## config.mk

```make
export PLATFORM = sky130hd
export DESIGN_NAME = prdu_ctrl
export DESIGN_NICKNAME = d
export VERILOG_FILES = /design/src/hdl/prdu_pkg.sv /design/src/hdl/prdu_ctrl.sv
export VERILOG_INCLUDE_DIRS = /design/src /design/src/hdl
export SDC_FILE = /design/constraint.sdc
export NUM_CORES = 1
export LEC_CHECK = 0
export BUFFER_PORTS_ARGS = -buffer_cell sky130_fd_sc_hd__buf_2
export CORE_AREA = 2 2 39 41
export DETAILED_ROUTE_END_ITERATION = 8
export DIE_AREA = 0 0 41 43
export PLACE_DENSITY_LB_ADDON = 0.3
export SYNTH_ARGS = -nofsm -noshare
export SYNTH_HDL_FRONTEND = slang
export SYNTH_SLANG_ARGS = --single-unit
```

## constraint.sdc

```tcl
create_clock -name i_clk -period 2 [get_ports i_clk]
set_input_delay 0.4 -clock i_clk [delete_from_list [all_inputs] [get_ports i_clk]]
set_output_delay 0.4 -clock i_clk [all_outputs]
set_load 0.005 [all_outputs]
```

## src/hdl/palette_rle_pixel_decoder_unit_assert.svh

```systemverilog
// Assertion macros for the palette RLE pixel decoder.
// Included by the modules that carry concurrent assertions; no dependencies.
`ifndef PALETTE_RLE_PIXEL_DECODER_UNIT_ASSERT_SVH
`define PALETTE_RLE_PIXEL_DECODER_UNIT_ASSERT_SVH

`ifndef SYNTHESIS
`define PRDU_ASSERT(lbl, clk, rst_n, prop) \
    lbl: assert property (@(posedge clk) disable iff (!rst_n) prop) \
        else $error("assertion failed");
`define PRDU_ASSERT_NEVER(lbl, clk, rst_n, prop) \
    lbl: assert property (@(posedge clk) disable iff (!rst_n) !(prop)) \
        else $error("forbidden condition seen");
`else
`define PRDU_ASSERT(lbl, clk, rst_n, prop)
`define PRDU_ASSERT_NEVER(lbl, clk, rst_n, prop)
`endif

`endif

```

## src/hdl/prdu_pkg.sv

```systemverilog
// Shared types and constants for the palette RLE pixel decoder.
// No dependencies; imported by every module of the block.
package prdu_pkg;

    localparam int SIDE_W      = 11;
    localparam int PIX_W       = 2 * SIDE_W;
    localparam int BYTE_W      = 8;
    localparam int CNT_W       = 3;
    localparam int PIX_PER_GRP = 4;
    localparam int PAL_DEPTH   = 256;
    localparam int PAL_AW      = $clog2(PAL_DEPTH);
    localparam int PAL_BYTES_W = PAL_AW + 2;
    localparam int CFG_IDX_W   = 1;

    localparam logic [CFG_IDX_W-1:0] CFG_IMAGE_WIDTH  = 1'd0;
    localparam logic [CFG_IDX_W-1:0] CFG_IMAGE_HEIGHT = 1'd1;

    typedef struct packed {
        logic [BYTE_W-1:0] data_byte;
        logic              blob_end;
    } t_in_item;

    typedef struct packed {
        logic [BYTE_W-1:0] red;
        logic [BYTE_W-1:0] green;
        logic [BYTE_W-1:0] blue;
        logic [BYTE_W-1:0] alpha;
        logic [CNT_W-1:0]  pixel_count;
        logic              run_end;
        logic              image_full;
    } t_out_item;

    typedef struct packed {
        logic accept;
        logic emit;
    } t_dp_cmd;

    typedef struct packed {
        logic run_start;
        logic last_group;
    } t_dp_sts;

endpackage

```

## src/hdl/prdu_ctrl.sv

```systemverilog
// Controller: input/output handshakes and the run emission sequence.
// Depends on prdu_pkg; commands prdu_dpath through t_dp_cmd / t_dp_sts.
`include "palette_rle_pixel_decoder_unit_assert.svh"
module prdu_ctrl
    import prdu_pkg::*;
(
    input  logic    i_clk,
    input  logic    i_rst_n,
    input  logic    i_in_valid,
    output logic    o_in_ready,
    output logic    o_out_valid,
    input  logic    i_out_ready,
    output t_dp_cmd o_cmd,
    input  t_dp_sts i_sts
);

    typedef enum logic {
        S_ACCEPT,
        S_EMIT
    } t_state;

    t_state r_state, n_state;
    logic   r_out_valid, n_out_valid;
    logic   load;

    assign o_in_ready   = (r_state == S_ACCEPT);
    assign o_out_valid  = r_out_valid;
    assign load         = (r_state == S_EMIT) && (!r_out_valid || i_out_ready);
    assign o_cmd.accept = i_in_valid && o_in_ready;
    assign o_cmd.emit   = load;

    always_comb begin
        n_state     = r_state;
        n_out_valid = r_out_valid;
        if (r_out_valid && i_out_ready) begin
            n_out_valid = 1'b0;
        end
        case (r_state)
            S_ACCEPT: begin
                if (o_cmd.accept && i_sts.run_start) begin
                    n_state = S_EMIT;
                end
            end
            S_EMIT: begin
                if (load) begin
                    n_out_valid = 1'b1;
                    if (i_sts.last_group) begin
                        n_state = S_ACCEPT;
                    end
                end
            end
            default: n_state = S_ACCEPT;
        endcase
    end

    always_ff @(posedge i_clk) begin
        if (!i_rst_n) begin
            r_state     <= S_ACCEPT;
            r_out_valid <= 1'b0;
        end else begin
            r_state     <= n_state;
            r_out_valid <= n_out_valid;
        end
    end

    `PRDU_ASSERT(a_run_enters_emit, i_clk, i_rst_n, (o_cmd.accept && i_sts.run_start) |=> (r_state == S_EMIT && !o_in_ready))
    `PRDU_ASSERT(a_stall_holds_emit, i_clk, i_rst_n, (r_state == S_EMIT && r_out_valid && !i_out_ready) |=> (r_state == S_EMIT))
    `PRDU_ASSERT(a_emit_sets_valid, i_clk, i_rst_n, o_cmd.emit |=> r_out_valid)

endmodule
```

==> results of run 1 <==
==> synth_stat cells <==
master    count
dfxtp_1       2
inv_1         2
and2b_1       1
nand2b_4      1
buf_4         1
and2_2        1
a21oi_1       2
a311oi_1      1
==> kinds of logic after synthesis <==
group | after synthesis | synth area share [%]
AOI/OAI and AO/OA | 3 | 18.3
buffers and inverters | 3 | 14.6
DFF | 2 | 39.0
and+or+nand+nor | 3 | 28.1
==> registers in the layout, indices dropped and copies added (netlist names) <==
name and cells:
r_state 1, o_out_valid 1
==> worst min path at each step <==
stage	from	end	slack (ps)	cells after the start
6_report	i_sts[0]	r_state$_SDFF_PN0_	380	2
5_1_grt	i_sts[0]	r_state$_SDFF_PN0_	390	2
4_1_cts	i_sts[0]	r_state$_SDFF_PN0_	360	2
3_5_place_dp	o_out_valid$_SDFF_PN0_	o_out_valid$_SDFF_PN0_	500	2
3_3_place_gp	o_out_valid$_SDFF_PN0_	o_out_valid$_SDFF_PN0_	510	2
2_1_floorplan	r_state$_SDFF_PN0_	r_state$_SDFF_PN0_	470	1
==> critical path, delay by kind of cell (launching register included) <==
kind,cells,cell delay (ps)
flops,1,360
simple gates,2,240
buf+inv,1,120
==> report_power, final <==
| part | switching, mW | internal (mW) |
|---|---|---|
| logic | 0.00740 | 0.0122 |
| registers | 0.00291 | 0.0430 |
| clock network | 0.0220 | 0.0661 |
| total | 0.0323 | 0.121 |
==> final cells by class <==
cell class | instances | area, sq um
Fill cell | 171 | 1200
Multi-Input combinational cell | 6 | 47.5
Timing Repair Buffer | 9 | 45.0
Sequential cell | 2 | 40.0
Clock buffer | 3 | 22.5
Tap cell | 16 | 20.0
Inverter | 2 | 7.51
==> metal layers <==
metal  share of wire (%)  vias to the layer above
li1                    -                       58
met1                  56                       36
met2                  26                       10
met3                  19                        0
met4                   0                        0
met5                   0                        -
==> through the flow <==
step           instance area [sq um]  power [mW]  hold WS [ps]
2_1_floorplan                    103      0.0567           474
3_3_place_gp                     160      0.0665           510
3_5_place_dp                     160      0.0662           503
4_1_cts                          183       0.162           363
5_1_grt                          183       0.168           389
6_report                         183       0.154           377
==> layout by cell type, fill, tap and decap left out <==
cell type,instances
a311oi_1,1
a21oi_1,2
buf_2,9
dfxtp_1,2
inv_1,2
clkbuf_4,3
and2_2,1
and2b_1,1
nand2b_4,1
==> run_results.csv, run 1 <==
group,metric,value,unit
critical_path,critical_path_class,"flip-flop to output pin",
floorplan,dieArea,0.00176,sq mm
critical_path,cp_cell_sequence,"nand2b_4 > and2_2 > buf_2",
critical_path,r2r_setup_slack,1250,ps
clocking,cts_tree,"built",
grt,gr-usage-met1,5.75,%
grt,grt_max_degree,6,
critical_path,reg2reg_depth,2,
cells_and_area,nets,30,
cells_and_area,layout-drive-gt1-share,63.6,%
clocking,cts_root_buf,"clkbuf_4",
critical_path,r2r-start,"o_out_valid$_SDFF_PN0_",
placement,portBuffers,9,
grt,track_usage,4.51,%
routing,viasPerCell,2.74,
logic_synthesis,synth-seq-cells,2,
timing,final-setup-viol-count,0,
power_and_ir_drop,vdd_drop_max,88.6,uV
logic_synthesis,synthCells,11,
timing,maxSlewViolCount,0,
floorplan,start_util,7.41,%
timing,tightest_slew,186,ps
cells_and_area,fin_util,13.2,%
cells_and_area,antenna_cells,0,
grt,use_met3,4.71,%
routing,vias,104,
clocking,clk_path_buf_depth,2,
timing,hold_viol_final,0,
critical_path,critPathMaxFanout,3,
timing,max_freq,739,MHz
placement,dp_slack,668,ps
routing,first_iter_violations,0,
critical_path,slowest_stage,"dfxtp_1",
timing,fin_skew,0.0575,ps
critical_path,setup.worst_path.start_class,"flip-flop",
routing,drtPass1Iterations,1,
grt,antenna_found_initial,0,
placement,dpl.cell_count,35,
placement,dpl.hpwl,217,um
routing,antenna_left,0,
timing,fin_crit_sh,67.6,%
routing,routedWlPerCell,7.11,um
clocking,clock-sinks,2,
critical_path,critPathCaptureType,"output pin",
grt,grt_pass1_vias,105,
flow_run,cap_violations,0,
clocking,insertion_delay,220,ps
grt,grt_util_met2,2.81,%
grt,grt-ovfl-total,0,
power_and_ir_drop,power_density,841,mW/mm^2
critical_path,r2r-end,"r_state$_SDFF_PN0_",
logic_synthesis,avgSynthCellArea,9.33,sq um
critical_path,arrival,950,ps
clocking,cts.hold.buffers_added,0,
logic_synthesis,netlist.area_leader.share,39.0,%
clocking,cts_resized,0,
outcome,status,"complete, no violations",
logic_synthesis,yosysTopAreaCell,"dfxtp_1",
floorplan,dieHeight,43,um
grt,grt-busiest-layer,"met4",
floorplan,num_io_pins,10,
timing,fin_setup_tns,0,ps
clocking,clkTransAtPathRegs,30,ps
cells_and_area,final_cells,38,
timing,rsz0062_at_grt,"false",
timing,timing.final.ws_setup,647,ps
placement,gp_congestion,0.617,
floorplan,std_cell_rows,14,
routing,drc,0,
logic_synthesis,syn_nets,17,
logic_synthesis,ys_types,8,
floorplan,core,0.00138,sq mm
logic_synthesis,yosysWarnings,0,
logic_synthesis,syn_area,103,sq um
clocking,post-cts-setup-buffers,0,
clocking,cts_made_buffers,3,
min_path,hp-class,"input pin to flip-flop",
critical_path,worst_ep_required_time,1600,ps
critical_path,cpPeakStageDelay,360,ps
cells_and_area,area_delta_synth_final,78.0,%
power_and_ir_drop,leakage,0.0928,nW
logic_synthesis,yosysSeqAreaShare,39.0,%
grt,grt_pass1_wl,434,um
critical_path,crit_end,"o_cmd[0]",
logic_synthesis,synth.area.top_cells,"dfxtp_1 (39%), nand2b_4 (13%), a21oi_1 (9.8%)",
timing,max_slew_margin,87.5,%
clocking,h-tree-depth,1,
timing,fin_crit,1350,ps
critical_path,crit_start,"o_out_valid$_SDFF_PN0_",
routing,routed_wirelength,270,um
floorplan,die_w,41,um
(Power assumes the default switching activity.)
==> inputs of run 2 (changes only) <==
ABC_AREA = 1   (was default)
clock period = 1.4 ns   (was 2 ns; I/O delays follow)
==> run 2 against run 1 <==
Sequential share of layout area stayed put. Worst setup slack worse by 420 ps. Total power is 44% higher. Wire length is 2.2% lower. Utilization stayed put. Die area stayed put. Critical path type unchanged. Largest power group unchanged. Highest routed layer is now met4. Final area stayed put. Global-route usage is 0.10 points lower.
==> run_results.csv, run 2 <==
group,metric,value,unit
routing,vias,123,
timing,tightest_slew,126,ps
critical_path,arrival,900,ps
critical_path,crit_end,"o_cmd[0]",
logic_synthesis,synth_edf_count,0,
routing,drc,0,
critical_path,critical_path_class,"flip-flop to output pin",
logic_synthesis,yosysWarnings,0,
critical_path,cp_num_buf_inv,2,
logic_synthesis,synth.area.top_cells,"dfxtp_1 (39%), inv_1 (15%), nand2_1 (15%)",
placement,portBuffers,9,
floorplan,dieArea,0.00176,sq mm
timing,rsz0062_at_grt,"false",
timing,maxSlewViolCount,0,
critical_path,critPathMaxFanout,3,
timing,fin_setup_tns,0,ps
power_and_ir_drop,total_power,0.222,mW
logic_synthesis,syn_nets,21,
power_and_ir_drop,leakage,0.0998,nW
clocking,cts_root_buf,"clkbuf_4",
critical_path,crit_start,"r_state$_SDFF_PN0_",
clocking,post-cts-setup-buffers,0,
routing,viasPerCell,2.93,
critical_path,cp_cell_sequence,"inv_1 > a21oi_1 > buf_2",
grt,grt_max_degree,4,
timing,fin_crit,1180,ps
critical_path,r2r-start,"r_state$_SDFF_PN0_",
floorplan,core,0.00138,sq mm
cells_and_area,multi_input_area,40.0,sq um
min_path,hp-class,"input pin to flip-flop",
floorplan,num_io_pins,10,
cells_and_area,area_delta_synth_final,78.0,%
timing,max_slew_margin,91.6,%
placement,gp_congestion,0.509,
floorplan,start_util,7.41,%
logic_synthesis,netlist.area_leader.share,39.0,%
power_and_ir_drop,power_density,1210,mW/mm^2
critical_path,critPathCaptureType,"output pin",
outcome,status,"complete, no violations",
grt,grt_pass1_vias,96,
critical_path,setup.worst_path.start_class,"flip-flop",
power_and_ir_drop,vdd_drop_max,109,uV
logic_synthesis,netlist_top_cells_count,"inv_1 (4), nand2_1 (4), a21oi_1 (2), dfxtp_1 (2)",
logic_synthesis,synth-seq-cells,2,
critical_path,slowest_stage,"dfxtp_1",
routing,routedWlPerCell,6.29,um
timing,fin_skew,5.45,ps
clocking,cts_made_buffers,3,
timing,hold_viol_final,0,
cells_and_area,layout_common_cells,"buf_2 (9), inv_1 (4), nand2_1 (4), clkbuf_4 (3)",
logic_synthesis,ys_types,7,
logic_synthesis,yosysSeqAreaShare,39.0,%
critical_path,cpPeakStageDelay,360,ps
logic_synthesis,avgSynthCellArea,6.84,sq um
critical_path,r2r-end,"r_state$_SDFF_PN0_",
grt,grt-ovfl-total,0,
routing,antenna_left,0,
min_path,holdPathStages,3,
grt,grt_pass1_wl,372,um
critical_path,r2r_setup_slack,700,ps
clocking,clk_path_buf_depth,2,
routing,first_iter_violations,0,
cells_and_area,final_common_cell,"buf_2",
routing,routed_wirelength,264,um
cells_and_area,sequential_cell_area,40.0,sq um
timing,max_freq,849,MHz
clocking,clock-sinks,2,
logic_synthesis,yosysTopAreaCell,"dfxtp_1",
cells_and_area,fin_util,13.2,%
timing,fin_crit_sh,84.1,%
clocking,h-tree-depth,1,
logic_synthesis,synth_flop_cell,"dfxtp_1",
logic_synthesis,syn_area,103,sq um
timing,final-setup-viol-count,0,
floorplan,die_w,41,um
critical_path,reg2reg_depth,3,
logic_synthesis,async_reset_ff_share,0,%
clocking,cts_tree,"built",
floorplan,std_cell_rows,14,
clocking,clkTransAtPathRegs,30,ps
critical_path,crit_family,"flip-flops",
routing,drtPass1Iterations,1,
cells_and_area,antenna_cells,0,
clocking,cts.hold.buffers_added,0,
logic_synthesis,synthCells,15,
cells_and_area,fillers,161,
clocking,cts_resized,0,
grt,track_usage,4.40,%
floorplan,dieHeight,43,um
flow_run,cap_violations,0,
critical_path,cp.depth,3,
critical_path,worst_ep_required_time,1120,ps
cells_and_area,layout-drive-gt1-share,53.8,%
clocking,insertion_delay,230,ps
grt,antenna_found_initial,0,
cells_and_area,nets,34,
-- run 2: layer usage --
metal	routed length [um]	GRT usage, %	vias up
met1	137	4.14	43
li1	-	-	67
met4	10	8.00	0
met5	0	0	-
met3	37	4.71	2
met2	78	3.13	11
-- run 2: cell families (layout without fill, tap and decap cells) --
logic type             count (synthesis)  count (layout)  share of synthesized area (%)
AOI/OAI and AO/OA                      3               3                           18.3
buffers and inverters                  5              16                           21.9
DFF                                    2               2                           39.0
and+or+nand+nor                        5               5                           20.7
-- run 2: report_power, final --
part | leakage (nW) | internal, mW | switching, mW | total [mW]
Combinational | 0.0696 | 0.0137 | 0.0120 | 0.0257
Clock | 0.0138 | 0.0950 | 0.0380 | 0.133
Sequential | 0.0164 | 0.0606 | 0.00253 | 0.0632
-- run 2: per-stage QoR --
| step | setup slack (ps) | std cells | cell area [sq um] | hold slack [ps] |
|---|---|---|---|---|
| floorplan | 488 | 15 | 103 | 420 |
| global placement | 460 | 39 | 160 | 502 |
| detailed placement | 456 | 39 | 160 | 502 |
| CTS | 201 | 42 | 183 | 293 |
| global route | 138 | 42 | 183 | 312 |
| finish | 223 | 42 | 183 | 297 |
-- run 2: worst register-to-register path: stages (launching register included) --
cell     delay, ps
dfxtp_1        320
nor2_2         120
nand2_1         80
a21oi_2        120
-- run 2: worst min-delay path by stage --
stage | end | slack (ps) | startpoint
floorplan | r_state$_SDFF_PN0_ | 420 | i_rst_n
global placement | r_state$_SDFF_PN0_ | 500 | r_state$_SDFF_PN0_
detailed placement | r_state$_SDFF_PN0_ | 500 | r_state$_SDFF_PN0_
CTS | r_state$_SDFF_PN0_ | 290 | i_rst_n
global route | r_state$_SDFF_PN0_ | 310 | i_rst_n
finish | r_state$_SDFF_PN0_ | 300 | i_rst_n
-- run 2: layout make-up --
cell class / count / area share, %
clock buffers: 3 / 12.3
inverters: 4 / 8.22
multi-input cells: 8 / 21.9
flip-flops and latches: 2 / 21.9
well taps: 16 / 11.0
repair buffers: 9 / 24.7
==> inputs of run 3 (changes only) <==
clock period = 1 ns   (was 1.4 ns; I/O delays follow)
==> run 3 against run 2 <==
Hold slack worse by 64 ps. Highest routed layer is now met3. Clock power up 37%. The run now ends with negative setup slack left. Wire length up 1.9%. Largest power group unchanged. Clock-buffer cell count unchanged. Combinational power up 48%. Largest cell class unchanged. Clock skew up 0.91 ps. Critical path depth unchanged. Non-clock buffer count unchanged.
==> run_results.csv, run 3 (synthesis results as in run 2) <==
group,metric,value,unit
outcome,status,"finished, violations left",
outcome,violations,"negative setup slack",
critical_path,reg2reg_depth,4,
cells_and_area,area_delta_synth_final,82.9,%
timing,rsz0062_at_grt,"true",
timing,hold_ws,233,ps
clocking,clock-sinks,2,
grt,grt_max_degree,4,
power_and_ir_drop,p_clk_share,58.7,%
routing,wl_met3,42,um
cells_and_area,design_area,188,sq um
floorplan,start_util,7.41,%
power_and_ir_drop,pwr-share-seq,29.0,%
clocking,insertion_delay,230,ps
grt,grt-ovfl-total,0,
power_and_ir_drop,combPwrFrac,12.3,%
timing,final-setup-viol-count,1,
critical_path,setup.worst_path.start_class,"flip-flop",
timing,fin_crit,1020,ps
cells_and_area,layout-drive-gt1-share,65.4,%
cells_and_area,layout_common_cells,"buf_2 (9), nand2_1 (4), inv_1 (3), clkbuf_4 (3), a21oi_2 (2)",
routing,dr_wl_met2,79,um
routing,antenna_left,0,
critical_path,critPathCaptureType,"output pin",
critical_path,r2r-end,"r_state$_SDFF_PN0_",
clocking,cts_root_buf,"clkbuf_4",
cells_and_area,final_cells,42,
grt,grt_pass1_wl,345,um
timing,maxSlewViolCount,0,
timing,fin_setup_tns,-19.9,ps
critical_path,crit_family,"flip-flops",
cells_and_area,multi_input_area,43.8,sq um
cells_and_area,nets,34,
routing,vias,116,
grt,antenna_found_initial,0,
clocking,h-tree-depth,1,
placement,dp_slack,139,ps
critical_path,cpPeakStageDelay,350,ps
cells_and_area,antenna_cells,0,
power_and_ir_drop,total_power,0.310,mW
min_path,hold_path_end,"r_state$_SDFF_PN0_",
floorplan,die_w,41,um
min_path,holdPathStages,3,
floorplan,core,0.00138,sq mm
routing,top_layer_used,"met3",
clocking,post-cts-setup-buffers,0,
cells_and_area,fin_util,13.6,%
clocking,clk_path_buf_depth,2,
min_path,hp-start,"i_rst_n",
cells_and_area,final_common_cell,"buf_2",
placement,dpl.hpwl,200,um
placement,dpl.cell_count,39,
timing,max_slew_margin,92.4,%
critical_path,r2r_setup_slack,290,ps
timing,timing.final.ws_setup,-19.9,ps
critical_path,worst_ep_required_time,800,ps
clocking,cts_made_buffers,3,
power_and_ir_drop,p_switching,0.0715,mW
cells_and_area,fillers,166,
critical_path,arrival,820,ps
power_and_ir_drop,internal_power,0.238,mW
critical_path,r2r-start,"o_out_valid$_SDFF_PN0_",
routing,drtPass1Iterations,2,
clocking,clkTransAtPathRegs,30,ps
placement,gp_congestion,0.512,
power_and_ir_drop,power_density,1650,mW/mm^2
routing,viasPerCell,2.76,
placement,place_area,160,sq um
routing,wl_met1,147,um
floorplan,dieArea,0.00176,sq mm
routing,routed_wirelength,269,um
floorplan,num_io_pins,10,
power_and_ir_drop,netSwitchingFraction,23.1,%
timing,tightest_slew,113,ps
critical_path,critPathMaxFanout,3,
grt,grt_pass1_vias,103,
floorplan,dieHeight,43,um
power_and_ir_drop,leakage,0.0992,nW
critical_path,cp_cell_sequence,"inv_2 > a21oi_2 > buf_2",
timing,fin_skew,6.36,ps
timing,fin_crit_sh,102,%
grt,track_usage,3.50,%
flow_run,cap_violations,0,
cells_and_area,sequential_cell_area,41.3,sq um
critical_path,slowest_stage,"dfxtp_2",
placement,portBuffers,9,
timing,hold_viol_final,0,
power_and_ir_drop,vdd_drop_max,217,uV
critical_path,critical_path_class,"flip-flop to output pin",
routing,first_iter_violations,3,
routing,drc,0,
routing,routedWlPerCell,6.40,um
timing,max_freq,981,MHz
clocking,cts_tree,"built",
floorplan,std_cell_rows,14,
min_path,hp-class,"input pin to flip-flop",
critical_path,cp_num_buf_inv,2,
-- run 3: worst max-delay path by stage --
stage                           to               start  depth (start not counted)
after CTS                 o_cmd[0]  r_state$_SDFF_PN0_                          3
final                     o_cmd[0]  r_state$_SDFF_PN0_                          3
after detailed placement  o_cmd[0]  r_state$_SDFF_PN0_                          3
after global routing      o_cmd[0]  r_state$_SDFF_PN0_                          3
after floorplan           o_cmd[0]  r_state$_SDFF_PN0_                          3
after global placement    o_cmd[0]  r_state$_SDFF_PN0_                          3
-- run 3: final cells by class --
cell class,count,share of cell area (%)
Sequential cell,2,22.0
Multi-Input combinational cell,8,23.3
Inverter,4,8.00
Tap cell,16,10.7
Timing Repair Buffer,9,24.0
Clock buffer,3,12.0
-- run 3: power by group through the flow --
| stage | logic [mW] | clock network (mW) | registers (mW) |
|---|---|---|---|
| floorplan | 0.0198 | 0 | 0.0891 |
| global placement | 0.0378 | 0 | 0.0891 |
| detailed placement | 0.0364 | 0 | 0.0894 |
| CTS | 0.0382 | 0.196 | 0.0896 |
| global route | 0.0436 | 0.200 | 0.0904 |
| finish | 0.0381 | 0.182 | 0.0897 |
-- run 3: tightest hold or removal path, stage by stage --
cell     delay, ps
buf_2           70
inv_1           50
a21oi_2         90
-- run 3: metal layers --
layer | global-route usage (%) | up-vias
li1 | - | 66
met4 | 6.00 | 0
met3 | 1.57 | 0
met1 | 4.46 | 41
met5 | 0 | -
met2 | 2.81 | 9
-- run 3: what timing repair did --
item | 4_1_cts | 5_1_grt
hold buffers | 0 | 0
setup endpoints to repair | 3 | 2
resized for setup | 3 | 0
gates cloned | 0 | 0
hold endpoints to repair | 0 | 0
pin swaps | 0 | 1
